## config.mk

```make
export PLATFORM = sky130hd
export DESIGN_NAME = block_rms_level_meter
export DESIGN_NICKNAME = d
export VERILOG_FILES = /design/src/design/brms_pkg.sv /design/src/design/block_rms_level_meter.sv /design/src/design/brms_ctrl.sv /design/src/design/brms_dp.sv
export SDC_FILE = /design/constraint.sdc
export NUM_CORES = 1
export LEC_CHECK = 0
export BUFFER_PORTS_ARGS = -buffer_cell sky130_fd_sc_hd__buf_2
export CAP_MARGIN = 5
export CORE_MARGIN = 1
export CORE_UTILIZATION = 45
export DETAILED_ROUTE_END_ITERATION = 6
export PLACE_DENSITY = 0.66
export SLEW_MARGIN = 15
export SYNTH_ARGS = -nofsm -noshare
export SYNTH_HDL_FRONTEND = slang
export SYNTH_HIERARCHICAL = 1
export SYNTH_SLANG_ARGS = --single-unit
export TNS_END_PERCENT = 50
```

## constraint.sdc

```tcl
create_clock -name clk -period 11.6 [get_ports clk]
set_clock_uncertainty 0.05 [all_clocks]
set_input_delay 0.58 -clock clk [delete_from_list [all_inputs] [get_ports clk]]
set_output_delay 0.58 -clock clk [all_outputs]
set_load 0.05 [all_outputs]
```

## src/design/brms_pkg.sv

```systemverilog
package brms_pkg;

  localparam int MAX_BLOCK  = 2048;
  localparam int CNT_W      = $clog2(MAX_BLOCK + 1);
  localparam int SAMPLE_W   = 16;
  localparam int SQ_W       = 2 * SAMPLE_W;
  localparam int SUM_W      = 42;
  localparam int GAIN_W     = 8;
  localparam int ROOT_W     = 16;
  localparam int SREM_W     = ROOT_W + 2;
  localparam int PROD_W     = GAIN_W + ROOT_W;
  localparam int LEVEL_W    = 16;
  localparam int DIV_STEPS  = SUM_W;
  localparam int SQRT_STEPS = ROOT_W;
  localparam int STEP_W     = $clog2(DIV_STEPS);

  localparam logic [CNT_W-1:0]  BLK_FULL   = CNT_W'(MAX_BLOCK);
  localparam logic [PROD_W-1:0] FULL_SCALE = PROD_W'(32768);
  localparam logic [GAIN_W-1:0] GAIN_RESET = GAIN_W'(10);

  typedef enum logic [2:0] {
    ST_ACCUM,
    ST_FIN,
    ST_DIV,
    ST_SQRT,
    ST_MUL,
    ST_OUT
  } state_t;

  typedef struct packed {
    logic acc;
    logic snap;
    logic div_step;
    logic sqrt_step;
    logic mul;
    logic out_load;
  } cmd_t;

  typedef struct packed {
    logic out_free;
  } sts_t;

endpackage

```

## src/design/block_rms_level_meter.sv

```systemverilog
// Channel  Dir  Beat                      Sideband
// in_      in   sample (tdata[15:0])      tlast = last, tuser = silent
// out_     out  intensity (tdata[15:0])   tuser = overrun
// cfg_     in   gain (cfg_wdata[7:0])     write on cfg_we, no read-back
//
// Samples inside a block are taken one per cycle.
// At a block end in_tready is low while the sum is closed, the bit-serial divide and
// the root run, the multiply is done and the result waits to load into out_.
// A silent block end only closes the sum and gives no beat.
// out_ stalls only hold the finished result; the next block is accepted meanwhile,
// and the block end after it waits in the load state until the output frees.
// Reset (rst_n low, synchronous) clears the sums, the count and sets gain to 10.
module block_rms_level_meter (
  input  logic        clk,
  input  logic        rst_n,
  input  logic        in_tvalid,
  output logic        in_tready,
  input  logic [15:0] in_tdata,   // [15:0] sample
  input  logic        in_tlast,
  input  logic        in_tuser,   // [0] silent
  output logic        out_tvalid,
  input  logic        out_tready,
  output logic [15:0] out_tdata,  // [15:0] intensity
  output logic        out_tuser,  // [0] overrun
  input  logic        cfg_we,
  input  logic [7:0]  cfg_wdata
);
  import brms_pkg::*;

  cmd_t cmd;
  sts_t sts;

  brms_ctrl u_ctrl (
    .clk       (clk),
    .rst_n     (rst_n),
    .in_valid  (in_tvalid),
    .in_last   (in_tlast),
    .in_silent (in_tuser),
    .in_ready  (in_tready),
    .sts       (sts),
    .cmd       (cmd)
  );

  brms_dp u_dp (
    .clk       (clk),
    .rst_n     (rst_n),
    .cmd       (cmd),
    .sts       (sts),
    .sample    (in_tdata),
    .cfg_we    (cfg_we),
    .cfg_wdata (cfg_wdata),
    .out_valid (out_tvalid),
    .out_ready (out_tready),
    .intensity (out_tdata),
    .overrun   (out_tuser)
  );

endmodule

```

## src/design/brms_ctrl.sv

```systemverilog
module brms_ctrl (
  input  logic           clk,
  input  logic           rst_n,
  input  logic           in_valid,
  input  logic           in_last,
  input  logic           in_silent,
  output logic           in_ready,
  input  brms_pkg::sts_t sts,
  output brms_pkg::cmd_t cmd
);
  import brms_pkg::*;

  localparam logic [STEP_W-1:0] DIV_LAST  = STEP_W'(DIV_STEPS - 1);
  localparam logic [STEP_W-1:0] SQRT_LAST = STEP_W'(SQRT_STEPS - 1);

  state_t              state_r, state_nxt;
  logic [STEP_W-1:0]   step_r, step_nxt;
  logic                silent_r, silent_nxt;

  always_ff @(posedge clk) begin
    if (!rst_n) begin
      state_r  <= ST_ACCUM;
      step_r   <= '0;
      silent_r <= 1'b0;
    end else begin
      state_r  <= state_nxt;
      step_r   <= step_nxt;
      silent_r <= silent_nxt;
    end
  end

  always_comb begin
    state_nxt  = state_r;
    step_nxt   = step_r;
    silent_nxt = silent_r;
    in_ready   = 1'b0;
    cmd        = '0;
    unique case (state_r)
      ST_ACCUM: begin
        in_ready = 1'b1;
        if (in_valid) begin
          cmd.acc = 1'b1;
          if (in_last) begin
            silent_nxt = in_silent;
            state_nxt  = ST_FIN;
          end
        end
      end
      ST_FIN: begin
        // last square is folded into the snapshot through sum_tot; snapshot and clear
        cmd.snap  = 1'b1;
        step_nxt  = '0;
        state_nxt = silent_r ? ST_ACCUM : ST_DIV;
      end
      ST_DIV: begin
        cmd.div_step = 1'b1;
        step_nxt     = step_r + 1'b1;
        if (step_r == DIV_LAST) begin
          step_nxt  = '0;
          state_nxt = ST_SQRT;
        end
      end
      ST_SQRT: begin
        cmd.sqrt_step = 1'b1;
        step_nxt      = step_r + 1'b1;
        if (step_r == SQRT_LAST) begin
          step_nxt  = '0;
          state_nxt = ST_MUL;
        end
      end
      ST_MUL: begin
        cmd.mul   = 1'b1;
        state_nxt = ST_OUT;
      end
      ST_OUT: begin
        if (sts.out_free) begin
          cmd.out_load = 1'b1;
          state_nxt    = ST_ACCUM;
        end
      end
      default: begin
        state_nxt = ST_ACCUM;
      end
    endcase
  end

endmodule

```

## src/design/brms_dp.sv

```systemverilog
module brms_dp (
  input  logic                            clk,
  input  logic                            rst_n,
  input  brms_pkg::cmd_t                  cmd,
  output brms_pkg::sts_t                  sts,
  input  logic [brms_pkg::SAMPLE_W-1:0]   sample,
  input  logic                            cfg_we,
  input  logic [brms_pkg::GAIN_W-1:0]     cfg_wdata,
  output logic                            out_valid,
  input  logic                            out_ready,
  output logic [brms_pkg::LEVEL_W-1:0]    intensity,
  output logic                            overrun
);
  import brms_pkg::*;

  logic [GAIN_W-1:0]   gain_r;

  logic [SAMPLE_W-1:0] mag;
  logic [SQ_W-1:0]     sq;
  logic [SQ_W-1:0]     sq_r;
  logic                sq_vld_r;
  logic [SUM_W-1:0]    sum_r, sum_tot;
  logic [CNT_W-1:0]    cnt_r;
  logic                ovr_r;

  logic [SUM_W-1:0]    quo_r;
  logic [CNT_W-1:0]    dvs_r;
  logic [CNT_W-1:0]    rem_r;
  logic [CNT_W:0]      dtmp, dsub;
  logic                dge;

  logic [SREM_W-1:0]   srem_r;
  logic [ROOT_W-1:0]   root_r;
  logic [SREM_W+1:0]   stmp, trial, ssub;
  logic                sge;

  logic [PROD_W-1:0]   prod_r;
  logic                ovr_snap_r;
  logic [LEVEL_W-1:0]  level;
  logic [LEVEL_W-1:0]  level_r;
  logic                out_ovr_r;
  logic                out_valid_r;

  always_ff @(posedge clk) begin
    if (!rst_n) begin
      gain_r <= GAIN_RESET;
    end else if (cfg_we) begin
      gain_r <= cfg_wdata;
    end
  end

  // |sample|; -32768 maps to 0x8000
  assign mag     = sample[SAMPLE_W-1] ? (~sample + 1'b1) : sample;
  assign sq      = mag * mag;
  assign sum_tot = sum_r + (sq_vld_r ? {{(SUM_W-SQ_W){1'b0}}, sq_r} : '0);

  always_ff @(posedge clk) begin
    if (!rst_n) begin
      sq_vld_r <= 1'b0;
      sum_r    <= '0;
      cnt_r    <= '0;
      ovr_r    <= 1'b0;
    end else if (cmd.snap) begin
      sq_vld_r <= 1'b0;
      sum_r    <= '0;
      cnt_r    <= '0;
      ovr_r    <= 1'b0;
    end else begin
      sum_r    <= sum_tot;
      sq_vld_r <= 1'b0;
      if (cmd.acc) begin
        if (cnt_r < BLK_FULL) begin
          sq_vld_r <= 1'b1;
          cnt_r    <= cnt_r + 1'b1;
        end else begin
          ovr_r <= 1'b1;
        end
      end
    end
  end

  always_ff @(posedge clk) begin
    if (cmd.acc) begin
      sq_r <= sq;
    end
  end

  // restoring divide, one quotient bit per beat of the step counter
  assign dtmp = {rem_r, quo_r[SUM_W-1]};
  assign dsub = dtmp - {1'b0, dvs_r};
  assign dge  = (dtmp >= {1'b0, dvs_r});

  // digit-by-digit root, quotient bits consumed two at a time from the top
  assign stmp  = {srem_r, quo_r[2*ROOT_W-1 -: 2]};
  assign trial = {2'b00, root_r, 2'b01};
  assign ssub  = stmp - trial;
  assign sge   = (stmp >= trial);

  always_ff @(posedge clk) begin
    if (cmd.snap) begin
      // empty count guard: dividing 0 by 1 yields a zero mean
      quo_r      <= (cnt_r == '0) ? '0 : sum_tot;
      dvs_r      <= (cnt_r == '0) ? CNT_W'(1) : cnt_r;
      rem_r      <= '0;
      srem_r     <= '0;
      root_r     <= '0;
      ovr_snap_r <= ovr_r;
    end else if (cmd.div_step) begin
      rem_r <= dge ? dsub[CNT_W-1:0] : dtmp[CNT_W-1:0];
      quo_r <= {quo_r[SUM_W-2:0], dge};
    end else if (cmd.sqrt_step) begin
      srem_r <= sge ? ssub[SREM_W-1:0] : stmp[SREM_W-1:0];
      root_r <= {root_r[ROOT_W-2:0], sge};
      quo_r  <= {quo_r[SUM_W-3:0], 2'b00};
    end
  end

  always_ff @(posedge clk) begin
    if (cmd.mul) begin
      prod_r <= gain_r * root_r;
    end
  end

  assign level = (prod_r > FULL_SCALE) ? FULL_SCALE[LEVEL_W-1:0] : prod_r[LEVEL_W-1:0];

  always_ff @(posedge clk) begin
    if (!rst_n) begin
      out_valid_r <= 1'b0;
    end else if (cmd.out_load) begin
      out_valid_r <= 1'b1;
    end else if (out_ready) begin
      out_valid_r <= 1'b0;
    end
  end

  always_ff @(posedge clk) begin
    if (cmd.out_load) begin
      level_r   <= level;
      out_ovr_r <= ovr_snap_r;
    end
  end

  assign sts.out_free = !out_valid_r || out_ready;
  assign out_valid    = out_valid_r;
  assign intensity    = level_r;
  assign overrun      = out_ovr_r;

endmodule

```

[After elaboration in Yosys (flattened, before gate mapping)]
Index checks and enable logic that the tools add are counted.
Word-level totals
  register bits: 249
  RAM bits: 0
  output and inout bits: 19
  logic and storage cells: 92
  input bits: 31
  memory bits (read-only): 0
  memories kept: 0
  latch bits: 0
Cells by class
  mux-type cells: 30
  bitwise operators: 5
  reductions and logical operators: 14
  multipliers: 2
  order comparisons: 4
  div/mod/pow operators: 0
  $add $sub $neg: 6
  equality and inequality tests: 12
  shift operators: 0
Operators by type and width (count)
  2-to-1 mux 42 bit: 4
  adder 42 bit: 1
  multiplier 16 x 16 -> 32 bit: 1
  2-to-1 mux 32 bit: 1
  greater-than comparator 24 x 16 -> 1 bit, second input constant: 1
  multiplier 8 x 16 -> 24 bit: 1
  greater-or-equal comparator 20 x 18 -> 1 bit: 1
  2-to-1 mux 18 bit: 1
  one-hot mux 3 bit (6 select lines): 1
  one-hot mux 6 bit (3 select lines): 1
  subtractor 18 bit: 1
  adder 16 x 1 -> 16 bit, second input constant: 1
  2-to-1 mux 16 bit: 1
  NOT 16 bit: 1
  2-to-1 mux 3 bit: 5
  greater-or-equal comparator 13 x 12 -> 1 bit: 1
  adder 12 x 1 -> 12 bit, second input constant: 1
  logical NOT 12 bit: 1
  < comparator 12 bit, second input constant: 1
  2-to-1 mux 1 bit: 12
  2-to-1 mux 12 bit: 1
  2-to-1 mux 6 bit: 2
  subtractor 12 bit: 1
  adder 6 x 1 -> 6 bit, second input constant: 1
  other kinds (19): 30

[Logic depth before layout (Yosys ltp)]
Gate-level depths: netlist (run 1).
  word-level depth: 5
  gate-level depth with buffers: 30
  gate-level depth less buffers: 29

[Modules after synthesis]
The synthesis (run 1) kept the hierarchy.
Modules (own cells, without submodules)
  brms_dp: seq. area each 6035.8 um^2, instances 1, cells an instance 2562, area each 23724.0 um^2
  brms_ctrl: seq. area each 200.2 um^2, instances 1, cells an instance 79, area each 659.4 um^2

[Least setup slack after synthesis (run 1)]
OpenSTA, ideal clock, no wires.
  path kind: in2reg
  from: input in_tdata[0]
  to: register u_dp.sq_r[31] (data pin)
  setup time: 259 ps
  cell stages on the path: 28
  slack: 3161 ps
  path buffers: 1
  data required time: 11291 ps
  data arrival time: 8130 ps
  cell sequence: inv_1 -> clkbuf_1 -> ha_1 -> inv_1 -> or3_1 -> o31a_1 -> nand2b_1 -> xnor2_1 -> clkinv_1 -> nand2_1 -> fa_1 -> fa_1 -> inv_1 -> fa_1 -> fa_1 -> fa_1 -> inv_1 -> fa_1 -> inv_1 -> ha_1 -> a211o_1 -> a21oi_1 -> or3b_2 -> a21oi_1 -> o21ai_0 -> a31o_2 -> a21oi_1 -> xnor2_1
Between the ends
  longest elaborated chain between the ends: 4
RTL lines
  from (decl): line block_rms_level_meter.sv:18  | input logic [15:0] in_tdata,
  NOT 16 bit: line brms_dp.sv:53  | assign mag = sample[SAMPLE_W-1] ? (~sample + 1'b1) : sample;
  adder 16 x 1 -> 16 bit: line brms_dp.sv:53
  2-to-1 mux 16 bit (*): line brms_dp.sv:53
  multiplier 16 x 16 -> 32 bit (*): line brms_dp.sv:54  | assign sq = mag * mag;
  named net u_dp.sq[31]: line brms_dp.sv:19  | logic [SQ_W-1:0] sq;
  to (signal assigned): line brms_dp.sv:84  | sq_r <= sq;
  to (decl): line brms_dp.sv:20  | logic [SQ_W-1:0] sq_r;
Mark *: on every way through the listed nets, which the timed path passes. The rest lies on a longest branch.
A chain may end at the register's enable or synchronous reset.

[Worst setup path in the final report (run 1)]
Ends and elaborated chain as after synthesis.

==> results of run 1 <==
==> registers in the layout (all words and copies together) (netlist names), 3 cells and up <==
name,cells
u_dp/quo_r,42
u_dp/root_r,16
u_dp/rem_r,12
u_dp/intensity,16
u_dp/prod_r,24
u_dp/sum_r,42
u_ctrl/step_r,6
u_dp/sq_r,31
u_dp/dvs_r,12
u_dp/gain_r,8
u_dp/cnt_r,12
u_dp/srem_r,18
u_ctrl/state_r,3
==> logic make-up after synthesis <==
| logic type | after synthesis | synth area share [%] |
|---|---|---|
| adders and majority gates | 460 | 31.3 |
| and+or+nand+nor | 771 | 15.3 |
| buffers and inverters | 508 | 7.89 |
| AOI/OAI and AO/OA | 454 | 12.3 |
| xor gates and xnor gates | 124 | 4.52 |
| other | 2 | 0.0308 |
| DFF | 248 | 25.6 |
| muxes | 74 | 3.06 |
==> critical path, delay by kind of cell <==
kind,cells,cell delay [ps]
AOI/OAI and AO/OA,8,2050
adders and majority gates,8,3670
xor gates and xnor gates,2,840
buffers and inverters,9,1420
and+or+nand+nor,2,650
==> worst paths after layout <==
check / start / cells past startpoint / endpoint
worst max-delay path: in_tdata[0] / 29 / u_dp/sq_r[31]
worst min-delay path: cfg_wdata[3] / 3 / u_dp/gain_r[3]
worst max register to register: u_dp/gain_r[7] / 14 / u_dp/prod_r[23]
worst min register to register: u_dp/ovr_snap_r / 0 / u_dp/overrun
==> cell usage after synthesis (33+ instances only) <==
cell type	instances
mux2i_1	70
xor2_1	42
a21oi_1	118
nor2_1	204
nor3_1	37
a21o_1	50
dfxtp_1	121
inv_1	387
ha_1	210
fa_1	250
o21ai_0	69
edfxtp_1	127
clkbuf_1	105
o22ai_1	37
a211oi_1	33
xnor2_1	80
and2_1	125
nand2_1	238
==> metrics by stage <==
stage | hold WS [ps] | utilization, % | instance area, um2
finish | 179 | 49.4 | 26200
global route | 178 | 49.4 | 26200
CTS | 153 | 49.4 | 26200
detailed placement | 357 | 47.5 | 25200
global placement | 360 | 47.5 | 25200
floorplan | 350 | - | 24400
==> routing by layer <==
layer | part of all wire [%] | track usage, % | vias to the layer above | routed length [um]
li1 | - | - | 8754 | -
met4 | 2.7 | 6.48 | 0 | 1490
met2 | 49 | 36.0 | 369 | 27200
met5 | 0 | 0 | - | 0
met1 | 45 | 26.3 | 9069 | 24700
met3 | 3.5 | 1.68 | 96 | 1930
==> final cells by class <==
cell class / instances / area (um2) / share of cell area, %
Clock inverter: 19 / 203 / 0.773
Inverter: 397 / 1490 / 5.68
Timing Repair Buffer: 63 / 358 / 1.36
Clock buffer: 33 / 782 / 2.98
Sequential cell: 248 / 6240 / 23.8
Tap cell: 688 / 861 / 3.28
Multi-Input combinational cell: 1894 / 16300 / 62.1
==> flow_summary.ini, run 1 <==
[run_status]
status = complete, no violations

[finish]
nNetsFinal = 3123
final_cell_mix = 387 x inv_1, 250 x fa_1, 237 x nand2_1
final_cells = 3342
diodes = 0
drive_gt1_share_pct = 6.03
fillers = 4920
final_common_cell = inv_1
area_growth_pct = 7.57

[synth]
async_reset_ff_share_pct = 0
synth_top_cell_by_area = fa_1
ys_top_cells_by_area = fa_1 21%, edfxtp_1 16%, ha_1 11%
yosysUniqueCellTypes = 90
synth_ff_type = edfxtp_1
yosys_register_bits = 248
ys_warn_count = 6
synth.avg_cell_area_um2 = 9.23
yosysTopAreaCellShare_pct = 20.5
synth_edf_count = 127
seq_area_frac_synth_pct = 25.6
synth_area_um2 = 24400
syn_inst = 2641

[timing]
finalSetupTns_ps = 0
worst_slack_ps = 2620
slew_violations = 0
timing.final.crit_share_pct = 77.4
hold_viol = 0
setup_viol = 0
worstMarginPinSlew_ps = 1200
rsz0062_at_grt = no
max_freq_mhz = 111
fin_crit_ps = 8980
slew_headroom_pct = 19.4

[floorplan]
die_h_um = 235
core_um2 = 53100
dieArea_um2 = 55100
start_util_pct = 45.9
num_rows = 84
io_pins = 50
dieWidth_um = 235

[clock_tree]
max-clock-path-buffers = 3
root_buffer = clkbuf_16
clk_latency_ps = 580
clkSinkCount = 248
cts_hold_buf = 0
numCtsBuffers = 28
cts_setup_buffers = 0
htreeDepth = 1
cts_tree = done
ctsResizeCount = 0
clk_pin_slew_ps = 60

[setup_path]
crit_fanout = 16
worstSetupStartpointType = input pin
crit_slowest_cell = xnor2_2
arrival_ps = 9250
cp-end-kind = register
crit_required_ps = 11870
cpPeakStageDelay_ps = 740
rrSetupSlack_ps = 5830
worstSetupPathType = input pin to register

[global_route]
antenna_found_initial = 2
grt_first_pass_wirelength_mm = 93.0
grt_use_total_pct = 20.3
grt_overflow = 0
grt_start_max_net_pins = 67
first_global_vias = 18983

[place]
dp_slack_ps = 2100
place.gp.congestion = 0.899
port_buffers = 49
post-dp-hpwl_mm = 42.5
post-place-cells = 3289

[drt]
vias = 18288
drtIter0Drc = 1122
first_pass_iters = 5
finalWirelength_mm = 55.4
viasPerCell = 5.47
routedWlPerCell_um = 16.6
ant_nets = 0
drcViolationCount = 0

[run]
max_cap_violations = 0

[min_path]
min_path_type = input pin to register
Power of run 1 is left out: the tool's default activity adds up to more than one toggle a clock period on the data nets, which glitch-free logic cannot reach.
==> inputs of run 2 (changes only) <==
clock period = 8.8 ns   (was 11.6 ns; I/O delays follow)
==> flow_summary.ini, run 2 (synthesized netlist as in run 1, its figures left out) <==
[run_status]
status = complete, no violations

[finish]
diodes = 0
nNetsFinal = 3137
utilization_pct = 49.5
area_growth_pct = 7.81
final_cell_mix = 387 x inv_1, 250 x fa_1, 237 x nand2_1
drive_gt1_share_pct = 6.11
final_common_cell = inv_1
design_area_um2 = 26300
reg_top3 = u_dp/quo_r (42), u_dp/sum_r (42), u_dp/sq_r (31)

[setup_path]
crit_fanout = 6
crit_required_ps = 9070
path_common_cell = inv_1
cp-end-kind = register
arrival_ps = 8130
cpPeakStageDelay_ps = 550
crit_slowest_cell = fa_1
worstSetupPathType = input pin to register
worstSetupStartpointType = input pin

[clock_tree]
numCtsBuffers = 28
cts_tree = done
clkSinkCount = 248
root_buffer = clkbuf_16
max-clock-path-buffers = 3
ctsResizeCount = 0
clk_latency_ps = 570
cts_setup_buffers = 0
clk_pin_slew_ps = 60
cts_hold_buf = 0
htreeDepth = 1

[place]
place.gp.congestion = 0.868
place_area_um2 = 25300
port_buffers = 49
post-dp-hpwl_mm = 41.8

[floorplan]
start_util_pct = 45.9
dieWidth_um = 235
num_rows = 84
die_h_um = 235
io_pins = 50
core_um2 = 53100
dieArea_um2 = 55100

[drt]
vias = 18109
viasPerCell = 5.40
first_pass_iters = 5
drcViolationCount = 0
drtIter0Drc = 989
finalWirelength_mm = 54.1
ant_nets = 0
routedWlPerCell_um = 16.1

[global_route]
antenna_found_initial = 0
grt_first_pass_wirelength_mm = 90.7
grt_overflow = 0
first_global_vias = 18496
grt_use_total_pct = 19.8
grt_start_max_net_pins = 88

[timing]
rsz0062_at_grt = no
fin_crit_ps = 7870
hold_ws_ps = 45.4
hold_viol = 0
max_freq_mhz = 127
finalSetupTns_ps = 0
timing.final.crit_share_pct = 89.4
slew_violations = 0
setup_viol = 0
worstMarginPinSlew_ps = 1160
slew_headroom_pct = 22.2

[min_path]
min_path_type = input pin to register

[run]
max_cap_violations = 0
## run 2: worst paths after layout
path | slack, ps | depth (start not counted) | start | end
min reg2reg | 380 | 0 | u_dp/ovr_r | u_dp/ovr_snap_r
min | 50 | 3 | in_tuser | u_ctrl/silent_r
max | 930 | 29 | in_tdata[3] | u_dp/sq_r[31]
max reg2reg | 3010 | 15 | u_dp/gain_r[6] | u_dp/prod_r[23]
## run 2: metal layers
| metal | vias to the layer above | global-route usage, % | part of all wire, % |
|---|---|---|---|
| met4 | 0 | 4.96 | 2.0 |
| li1 | 8779 | - | - |
| met2 | 355 | 34.9 | 49 |
| met1 | 8897 | 25.8 | 45 |
| met5 | - | 0 | 0 |
| met3 | 78 | 2.00 | 3.5 |
## run 2: per-stage QoR
| step | instances | setup WS [ps] |
|---|---|---|
| after floorplan | 2650 | 501 |
| after global placement | 3303 | 463 |
| after detailed placement | 3303 | 365 |
| after CTS | 3355 | 977 |
| after global routing | 3356 | 470 |
| final | 3356 | 935 |
## run 2: final cells by class
cell class                 instances  area [um2]
clock buffer                      41         779
clock inverter                    11         163
fill                            4911       26800
inverter                         397        1490
multi-input combinational       1894       16300
sequential                       248        6240
tap                              688         861
timing repair buffer              77         463
## run 2: critical path, delay by kind of cell
kind / cells / cell delay (ps)
compound gates: 8 / 1980
xor+xnor: 2 / 380
fa+ha+maj: 7 / 3480
buf+inv: 8 / 600
simple gates: 4 / 1270
Power of run 2 is left out for the same reason.
